==> src/cdd_pkg.sv <==
`timescale 1ns / 1ps
// ----------------------------------------------------------------------------
// cdd_pkg: shared types and constants for the calendar date difference block
// Holds the transfer payload structs, per-date result struct and the month
// tables of the Gregorian calendar.
// ----------------------------------------------------------------------------
package cdd_pkg;

    localparam int YEAR_W   = 15;
    localparam int MONTH_W  = 4;
    localparam int DAY_W    = 5;
    localparam int DAYS_W   = 25;
    localparam int MONTHS_W = 20;
    localparam int YEARS_W  = 16;
    localparam int SERIAL_W = 24;

    localparam logic [YEAR_W-1:0]  YEAR_MIN        = 15'd1601;
    localparam logic [YEAR_W-1:0]  YEAR_MAX        = 15'd30827;
    localparam logic [MONTH_W-1:0] MONTH_JAN       = 4'd1;
    localparam logic [MONTH_W-1:0] MONTH_FEB       = 4'd2;
    localparam logic [MONTH_W-1:0] MONTH_DEC       = 4'd12;
    localparam logic [4:0]         MONTHS_PER_YEAR = 5'd12;

    typedef struct packed {
        logic [YEAR_W-1:0]  first_year;
        logic [MONTH_W-1:0] first_month;
        logic [DAY_W-1:0]   first_day;
        logic [YEAR_W-1:0]  second_year;
        logic [MONTH_W-1:0] second_month;
        logic [DAY_W-1:0]   second_day;
    } cdd_in_t;

    typedef struct packed {
        logic signed [DAYS_W-1:0]   days_apart;
        logic signed [MONTHS_W-1:0] months_apart;
        logic signed [YEARS_W-1:0]  years_apart;
        logic                       date_invalid;
    } cdd_out_t;

    // Per-date result: day number from 0001-01-01 (day 1) and validity.
    typedef struct packed {
        logic                ok;
        logic [SERIAL_W-1:0] serial;
    } date_info_t;

    function automatic logic [DAY_W-1:0] month_len(input logic [MONTH_W-1:0] m);
        logic [DAY_W-1:0] len;
        case (m)
            4'd1:    len = 5'd31;
            4'd2:    len = 5'd28;
            4'd3:    len = 5'd31;
            4'd4:    len = 5'd30;
            4'd5:    len = 5'd31;
            4'd6:    len = 5'd30;
            4'd7:    len = 5'd31;
            4'd8:    len = 5'd31;
            4'd9:    len = 5'd30;
            4'd10:   len = 5'd31;
            4'd11:   len = 5'd30;
            4'd12:   len = 5'd31;
            default: len = 5'd0;
        endcase
        return len;
    endfunction

    function automatic logic [8:0] month_start(input logic [MONTH_W-1:0] m);
        logic [8:0] start;
        case (m)
            4'd1:    start = 9'd0;
            4'd2:    start = 9'd31;
            4'd3:    start = 9'd59;
            4'd4:    start = 9'd90;
            4'd5:    start = 9'd120;
            4'd6:    start = 9'd151;
            4'd7:    start = 9'd181;
            4'd8:    start = 9'd212;
            4'd9:    start = 9'd243;
            4'd10:   start = 9'd273;
            4'd11:   start = 9'd304;
            4'd12:   start = 9'd334;
            default: start = 9'd0;
        endcase
        return start;
    endfunction

endpackage

==> src/cdd_date_eval.sv <==
`timescale 1ns / 1ps
// ----------------------------------------------------------------------------
// cdd_date_eval: day number and validity of one Gregorian date
// Closed-form day count; divisions by 100 use a reciprocal multiply.
// ----------------------------------------------------------------------------
module cdd_date_eval (
    input  logic [cdd_pkg::YEAR_W-1:0]  year,
    input  logic [cdd_pkg::MONTH_W-1:0] month,
    input  logic [cdd_pkg::DAY_W-1:0]   day,
    output cdd_pkg::date_info_t         info
);

    // floor(x / 100) = (x * 5243) >> 19 holds for every 15-bit x
    localparam logic [27:0] RECIP_100 = 28'd5243;
    localparam int          RECIP_SH  = 19;

    logic [14:0] p;
    logic [27:0] p_mul;
    logic [27:0] y_mul;
    logic [8:0]  p_q100;
    logic [8:0]  y_q100;
    logic [14:0] y_rem100;
    logic        leap;
    logic [4:0]  len;
    logic [23:0] serial;

    always_comb begin
        p        = year - 15'd1;
        p_mul    = {13'b0, p} * RECIP_100;
        y_mul    = {13'b0, year} * RECIP_100;
        p_q100   = p_mul[RECIP_SH +: 9];
        y_q100   = y_mul[RECIP_SH +: 9];
        y_rem100 = year - ({6'b0, y_q100} * 15'd100);
        leap     = (year[1:0] == 2'b00) && ((y_rem100 != 15'd0) || (y_q100[1:0] == 2'b00));

        len = cdd_pkg::month_len(month)
            + {4'b0, (month == cdd_pkg::MONTH_FEB) && leap};

        // p/400 is (p/100)/4
        serial = ({9'b0, p} * 24'd365)
               + {11'b0, p[14:2]}
               - {15'b0, p_q100}
               + {17'b0, p_q100[8:2]}
               + {15'b0, cdd_pkg::month_start(month)}
               + {23'b0, (month > cdd_pkg::MONTH_FEB) && leap}
               + {19'b0, day};

        info.serial = serial;
        info.ok     = (year >= cdd_pkg::YEAR_MIN) && (year <= cdd_pkg::YEAR_MAX)
                   && (month >= cdd_pkg::MONTH_JAN) && (month <= cdd_pkg::MONTH_DEC)
                   && (day != 5'd0) && (day <= len);
    end

endmodule

==> src/calendar_date_difference.sv <==
`timescale 1ns / 1ps
// ----------------------------------------------------------------------------
// calendar_date_difference: days, months and years between two dates
// Two-register pipeline that compares a pair of Gregorian dates per transfer.
// ----------------------------------------------------------------------------
// Usage:
//   s_valid/s_ready/s_data carry one date pair per transfer; m_valid/m_ready/
//   m_data return one result per pair, in order.
//   A pair lands in the input register, passes through the combinational logic
//   (two day-number units, the year and month rules) and lands in the result
//   register, which drives m_data until the result transfers out.
//   Throughput is one pair per cycle while m_ready stays high; the single logic
//   pass between the two registers sets that figure.
//   When the receiver holds m_ready low the result register holds, the input
//   register fills behind it, and s_ready then drops until the result leaves.
//   If either date is outside 1601..30827, has a month outside 1..12 or a day
//   of zero or beyond its month, date_invalid is set and the counts are zero.
//   Reset (aresetn low, synchronous) drops both valid flags; payload registers
//   keep whatever they held.
// ----------------------------------------------------------------------------
module calendar_date_difference (
    input  logic              aclk,
    input  logic              aresetn,
    input  logic              s_valid,
    output logic              s_ready,
    input  cdd_pkg::cdd_in_t  s_data,
    output logic              m_valid,
    input  logic              m_ready,
    output cdd_pkg::cdd_out_t m_data
);

    cdd_pkg::cdd_in_t   in_reg;
    logic               in_vld_reg;
    cdd_pkg::cdd_out_t  out_reg;
    cdd_pkg::cdd_out_t  out_next;
    logic               out_vld_reg;
    logic               out_take;

    cdd_pkg::date_info_t first_info;
    cdd_pkg::date_info_t second_info;

    logic signed [15:0] dy;
    logic signed [4:0]  dm;
    logic signed [5:0]  dd;
    logic signed [15:0] years;
    logic signed [4:0]  m_adj;
    logic signed [19:0] years_x;
    logic signed [19:0] months;
    logic signed [24:0] days;

    // Result register can take a new value when empty or being drained.
    assign out_take = !out_vld_reg || m_ready;
    assign s_ready  = !in_vld_reg || out_take;
    assign m_valid  = out_vld_reg;
    assign m_data   = out_reg;

    cdd_date_eval u_first (
        .year  (in_reg.first_year),
        .month (in_reg.first_month),
        .day   (in_reg.first_day),
        .info  (first_info)
    );

    cdd_date_eval u_second (
        .year  (in_reg.second_year),
        .month (in_reg.second_month),
        .day   (in_reg.second_day),
        .info  (second_info)
    );

    always_comb begin
        dy = $signed({1'b0, in_reg.second_year}) - $signed({1'b0, in_reg.first_year});
        dm = $signed({1'b0, in_reg.second_month}) - $signed({1'b0, in_reg.first_month});
        dd = $signed({1'b0, in_reg.second_day}) - $signed({1'b0, in_reg.first_day});

        // Year rule: pull a partial year back toward zero.
        years = dy;
        if (dy < 0) begin
            if ((dm > 0) || (dd > 0)) begin
                years = dy + 16'sd1;
            end
        end else if (dy > 0) begin
            if ((dm < 0) || (dd < 0)) begin
                years = dy - 16'sd1;
            end
        end

        // Month rule: fold the month difference by a year when years differ,
        // then trim a partial month (asymmetric on the day difference).
        m_adj = dm;
        if (dy != 16'sd0) begin
            if (dm < 0) begin
                m_adj = dm + $signed(cdd_pkg::MONTHS_PER_YEAR);
            end else if (dm > 0) begin
                m_adj = dm - $signed(cdd_pkg::MONTHS_PER_YEAR);
            end
        end
        if (m_adj < 0) begin
            if (dd > 0) begin
                m_adj = m_adj + 5'sd1;
            end
        end else if (m_adj > 0) begin
            if (dd != 6'sd0) begin
                m_adj = m_adj - 5'sd1;
            end
        end

        // years equals dy whenever dy is zero, so one product covers both cases
        years_x = {{4{years[15]}}, years};
        months  = (years_x <<< 3) + (years_x <<< 2) + {{15{m_adj[4]}}, m_adj};

        days = $signed({1'b0, second_info.serial}) - $signed({1'b0, first_info.serial});

        if (first_info.ok && second_info.ok) begin
            out_next.days_apart   = days;
            out_next.months_apart = months;
            out_next.years_apart  = years;
            out_next.date_invalid = 1'b0;
        end else begin
            out_next.days_apart   = '0;
            out_next.months_apart = '0;
            out_next.years_apart  = '0;
            out_next.date_invalid = 1'b1;
        end
    end

    // Control: advance valid flags through the two registers.
    always_ff @(posedge aclk) begin
        if (!aresetn) begin
            in_vld_reg  <= 1'b0;
            out_vld_reg <= 1'b0;
        end else begin
            if (s_ready) begin
                in_vld_reg <= s_valid;
            end
            if (out_take) begin
                out_vld_reg <= in_vld_reg;
            end
        end
    end

    // Payload: capture on transfer, hold otherwise.
    always_ff @(posedge aclk) begin
        if (s_ready && s_valid) begin
            in_reg <= s_data;
        end
        if (out_take && in_vld_reg) begin
            out_reg <= out_next;
        end
    end

endmodule
==> config.mk <==
export PLATFORM = sky130hd
export DESIGN_NAME = calendar_date_difference
export DESIGN_NICKNAME = d
export VERILOG_FILES = /design/src/cdd_pkg.sv /design/src/cdd_date_eval.sv /design/src/calendar_date_difference.sv
export SDC_FILE = /design/constraint.sdc
export NUM_CORES = 2
export LEC_CHECK = 0
export BUFFER_PORTS_ARGS = -buffer_cell sky130_fd_sc_hd__buf_4
export CORE_UTILIZATION = 35
export DETAILED_ROUTE_END_ITERATION = 16
export GPL_TIMING_DRIVEN = 0
export PLACE_DENSITY = 0.52
export SYNTH_ARGS = -nofsm -noshare
export SYNTH_HDL_FRONTEND = slang
export SYNTH_SLANG_ARGS = --single-unit
export TNS_END_PERCENT = 20
==> constraint.sdc <==
create_clock -name aclk -period 13.9 [get_ports aclk]
set_input_delay 2.78 -clock aclk [delete_from_list [all_inputs] [get_ports aclk]]
set_output_delay 2.78 -clock aclk [all_outputs]
set_load 0.01 [all_outputs]
==> metrics.txt <==
# TYPE chip_impl_metric gauge
chip_impl_metric{name="vias",unit=""} 25100
chip_impl_metric{name="synth.area.mux_share",unit="%"} 0.532
chip_impl_metric{name="numCtsBuffers",unit=""} 17
chip_impl_metric{name="global_route.usage.total",unit="%"} 18.2
chip_impl_info{name="status",value="finished, violations left"} 1
chip_impl_info{name="synthTopCellsByCount",value="sky130_fd_sc_hd__inv_1 (893), sky130_fd_sc_hd__ha_1 (825), sky130_fd_sc_hd__fa_1 (500)"} 1
chip_impl_metric{name="nets",unit=""} 5345
chip_impl_info{name="worst_hold_path_type",value="flip-flop to flip-flop"} 1
chip_impl_metric{name="die-area",unit="sq um"} 102000
chip_impl_metric{name="num_rows",unit=""} 116
chip_impl_info{name="predominant_post_synthesis_flop_cell",value="sky130_fd_sc_hd__edfxtp_1"} 1
chip_impl_metric{name="clock_path_buffers",unit=""} 2
chip_impl_info{name="cell_types_occupying_the_most_area_after_synthesis",value="sky130_fd_sc_hd__ha_1 (29%), sky130_fd_sc_hd__fa_1 (28%), sky130_fd_sc_hd__inv_1 (9.5%)"} 1
chip_impl_metric{name="netlist-cell-type-count",unit=""} 79
chip_impl_metric{name="post-route-drc-count",unit=""} 0
chip_impl_metric{name="antenna_found_initial",unit=""} 8
chip_impl_metric{name="final_antenna_net_count",unit=""} 0
chip_impl_metric{name="io_pins",unit=""} 116
chip_impl_metric{name="globalRoute.totalOverflow",unit=""} 0
chip_impl_info{name="holdCritStartpoint",value="in_vld_reg"} 1
chip_impl_metric{name="crit_required",unit="ps"} 14130
chip_impl_info{name="rsz0062_at_grt",value="yes"} 1
chip_impl_metric{name="buffer_ports.inserted",unit=""} 115
chip_impl_metric{name="timing.final.hold_violations",unit=""} 0
chip_impl_info{name="timing.hold.worst_endpoint",value="m_valid"} 1
chip_impl_info{name="cpMaxStageDelayCell",value="sky130_fd_sc_hd__fa_1"} 1
chip_impl_metric{name="synth-seq-area-share",unit="%"} 10.8
chip_impl_metric{name="r2r.worst_path.cells",unit=""} 63
chip_impl_metric{name="final_routed_wirelength",unit="microns"} 90400
chip_impl_metric{name="holdBufCountCts",unit=""} 0
chip_impl_metric{name="hold_path_depth",unit=""} 1
chip_impl_metric{name="final-instance-count-excl-fill",unit=""} 5281
chip_impl_metric{name="drt_iter0_drc",unit=""} 944
chip_impl_metric{name="coreArea",unit="sq um"} 100000
chip_impl_metric{name="fin_crit_sh",unit="%"} 106
chip_impl_metric{name="yosysWarningCount",unit=""} 0
chip_impl_info{name="reg2reg_to",value="m_data[60]"} 1
chip_impl_info{name="timing.critical_path.from_type",value="flip-flop"} 1
chip_impl_metric{name="post_synth_fa_ha_maj_area_fraction",unit="%"} 57.6
chip_impl_metric{name="worst_reg2reg_setup_slack",unit="ps"} -850
chip_impl_metric{name="final_max_slew_viol_count",unit=""} 0
chip_impl_metric{name="die_height",unit="microns"} 319
chip_impl_metric{name="tightest_slew",unit="ps"} 1380
chip_impl_metric{name="grt_max_degree",unit=""} 43
chip_impl_metric{name="post_drt_via_cell_ratio",unit=""} 4.76
chip_impl_metric{name="detailedRoute.firstPassIterationCount",unit=""} 6
chip_impl_metric{name="synth_edf_count",unit=""} 110
chip_impl_metric{name="finalSetupViolations",unit=""} 13
chip_impl_metric{name="ys_async_sr_fraction",unit="%"} 0
chip_impl_info{name="cts_tree",value="yes"} 1
chip_impl_info{name="main_combinational_cell_family_by_area_after_synthesis",value="adder cells"} 1
chip_impl_metric{name="dp.cells",unit=""} 5017
chip_impl_metric{name="post_route_cells_drive_above_1_share",unit="%"} 17.2
chip_impl_metric{name="cpPeakStageDelay",unit="ps"} 550
chip_impl_metric{name="clock_latency",unit="ps"} 510
chip_impl_metric{name="syn-instance-count",unit=""} 3597
chip_impl_metric{name="post-route-min-period",unit="ps"} 14750
chip_impl_metric{name="grt_pass1_wl",unit="microns"} 144000
chip_impl_metric{name="cts.reportedPaths.clkPinSlew",unit="ps"} 80
chip_impl_metric{name="starting_density_of_the_core",unit="%"} 35.3
chip_impl_metric{name="max_freq",unit="MHz"} 67.8
chip_impl_info{name="violations_in_the_final_reports",value="setup timing"} 1
chip_impl_metric{name="yosys.area_share.xor_xnor",unit="%"} 4.99
chip_impl_info{name="root_buffer_master",value="sky130_fd_sc_hd__clkbuf_16"} 1
chip_impl_metric{name="avgRoutedWirePerCell",unit="microns"} 17.1
chip_impl_metric{name="ys_seq_elements",unit=""} 136
chip_impl_metric{name="synth_fp_nets",unit=""} 4974
chip_impl_info{name="critical_path_class",value="flip-flop to flip-flop"} 1
chip_impl_metric{name="cp_max_fo",unit=""} 6
chip_impl_info{name="synthMostInstantiatedCell",value="sky130_fd_sc_hd__inv_1"} 1
chip_impl_metric{name="yosysTopAreaCellShare",unit="%"} 29.3
chip_impl_metric{name="finalWeightedCongestion",unit=""} 0.872
chip_impl_metric{name="cap_violations",unit=""} 0
chip_impl_metric{name="synthesis.area",unit="sq um"} 35300
chip_impl_metric{name="htreeDepth",unit=""} 4
chip_impl_metric{name="finalWorstSetupSlack",unit="ps"} -847
chip_impl_info{name="synth_largest_area_cell",value="sky130_fd_sc_hd__ha_1"} 1
chip_impl_metric{name="synth_compound_area_share",unit="%"} 9.15
chip_impl_metric{name="detailedPlacementHpwl",unit="microns"} 74800
chip_impl_metric{name="syn2layout_area_growth",unit="%"} 20.1
chip_impl_metric{name="worst_ep_arrival_time",unit="ps"} 14980
chip_impl_metric{name="synth.avg_cell_area",unit="sq um"} 9.81
chip_impl_metric{name="clock-sinks",unit=""} 136
chip_impl_info{name="setup.worst_path.end_class",value="flip-flop"} 1
chip_impl_metric{name="die_width",unit="microns"} 319
chip_impl_info{name="timing.critical_path.mode_cell",value="sky130_fd_sc_hd__fa_1"} 1
chip_impl_metric{name="relative_slew_slack",unit="%"} 7.09
chip_impl_metric{name="clock_skew",unit="ps"} 26.6
chip_impl_info{name="worst_r2r_startpoint",value="in_reg[44]"} 1
chip_impl_metric{name="number_of_global_route_vias_before_repair",unit=""} 26000
chip_impl_metric{name="synth-simple-area-share",unit="%"} 7.18
-- stage by stage --
| stage | hold WS [ps] | TNS, ps | setup slack (ps) | util [%] | cell area, sq um |
|---|---|---|---|---|---|
| final | 534 | -7220 | -847 | 42.4 | 42400 |
| after global placement | 499 | -45330 | -3160 | 37.9 | 37900 |
| after detailed placement | 513 | -37870 | -2620 | 38.1 | 38100 |
| after floorplan | 477 | -61.9 | -61.9 | - | 35400 |
| after CTS | 533 | -8270 | -787 | 41.1 | 41100 |
| after global routing | 570 | -16940 | -1400 | 42.4 | 42400 |
-- what timing repair did --
| action | CTS | global route |
|---|---|---|
| setup endpoints to repair | 24 | 21 |
| pin swaps | 128 | 148 |
| setup buffers | 164 | 68 |
| endpoints found under the hold margin | 0 | 0 |
| gates resized for setup | 187 | 148 |
-- worst max-delay path, delay by kind of cell (launching register included) --
family                   cells  cell delay, ps
adder cells (fa/ha/maj)     19            7330
AO/OA/AOI/OAI               19            3220
AND/OR/NAND/NOR              9            1680
buffers and inverters       12            1070
XOR/XNOR                     4             730
flip-flops                   1             380
-- metal layers --
layer / share of wire [%] / GRT usage, % / routed length [microns]
met1: 49 / 25.6 / 44000
met5: 0.082 / 0 / 74
met4: 1.4 / 3.23 / 1250
met3: 4.9 / 4.04 / 4400
met2: 45 / 28.9 / 40600
-- placed cells by master, fill, tap and decap left out, types with 62 or more instances in the layout --
cell type / instances
sky130_fd_sc_hd__inv_1: 853
sky130_fd_sc_hd__ha_1: 767
sky130_fd_sc_hd__fa_1: 489
sky130_fd_sc_hd__buf_4: 317
sky130_fd_sc_hd__nor2_1: 146
sky130_fd_sc_hd__nand2_1: 112
sky130_fd_sc_hd__edfxtp_1: 110
sky130_fd_sc_hd__a21oi_1: 100
sky130_fd_sc_hd__xnor2_1: 93
sky130_fd_sc_hd__o21ai_0: 70
sky130_fd_sc_hd__xor2_1: 62
-- logic make-up after synthesis --
logic type / Yosys count
buffers and inverters: 908
AND/OR/NAND/NOR: 522
adder cells (fa/ha/maj): 1325
AO/OA/AOI/OAI: 487
flip-flops: 136
multiplexers: 18
XOR/XNOR: 201
-- layout make-up --
type	instances	area (sq um)
Inverter	894	3410
Sequential cell	136	3820
Multi-Input combinational cell	2553	30000
Antenna cell	2	5.00
Clock inverter	15	185
Tap cell	1298	1620
Timing Repair Buffer	352	2870
Fill cell	9672	57600
Clock buffer	17	425
Buffer	14	62.6
-- worst max-delay path by stage --
| stage | start | to | slack, ps | depth (start not counted) |
|---|---|---|---|---|
| final | in_reg[44] | m_data[60] | -850 | 63 |
| after floorplan | in_reg[36] | m_data[60] | -60 | 62 |
| after CTS | in_reg[21] | m_data[58] | -790 | 61 |
| after detailed placement | in_reg[35] | m_data[60] | -2620 | 51 |
| after global routing | in_reg[35] | m_data[58] | -1400 | 57 |
| after global placement | in_reg[33] | m_data[60] | -3160 | 50 |
Power is not shown: default switching activity piles up to over one toggle a cycle in this logic, so the estimate is an artifact.
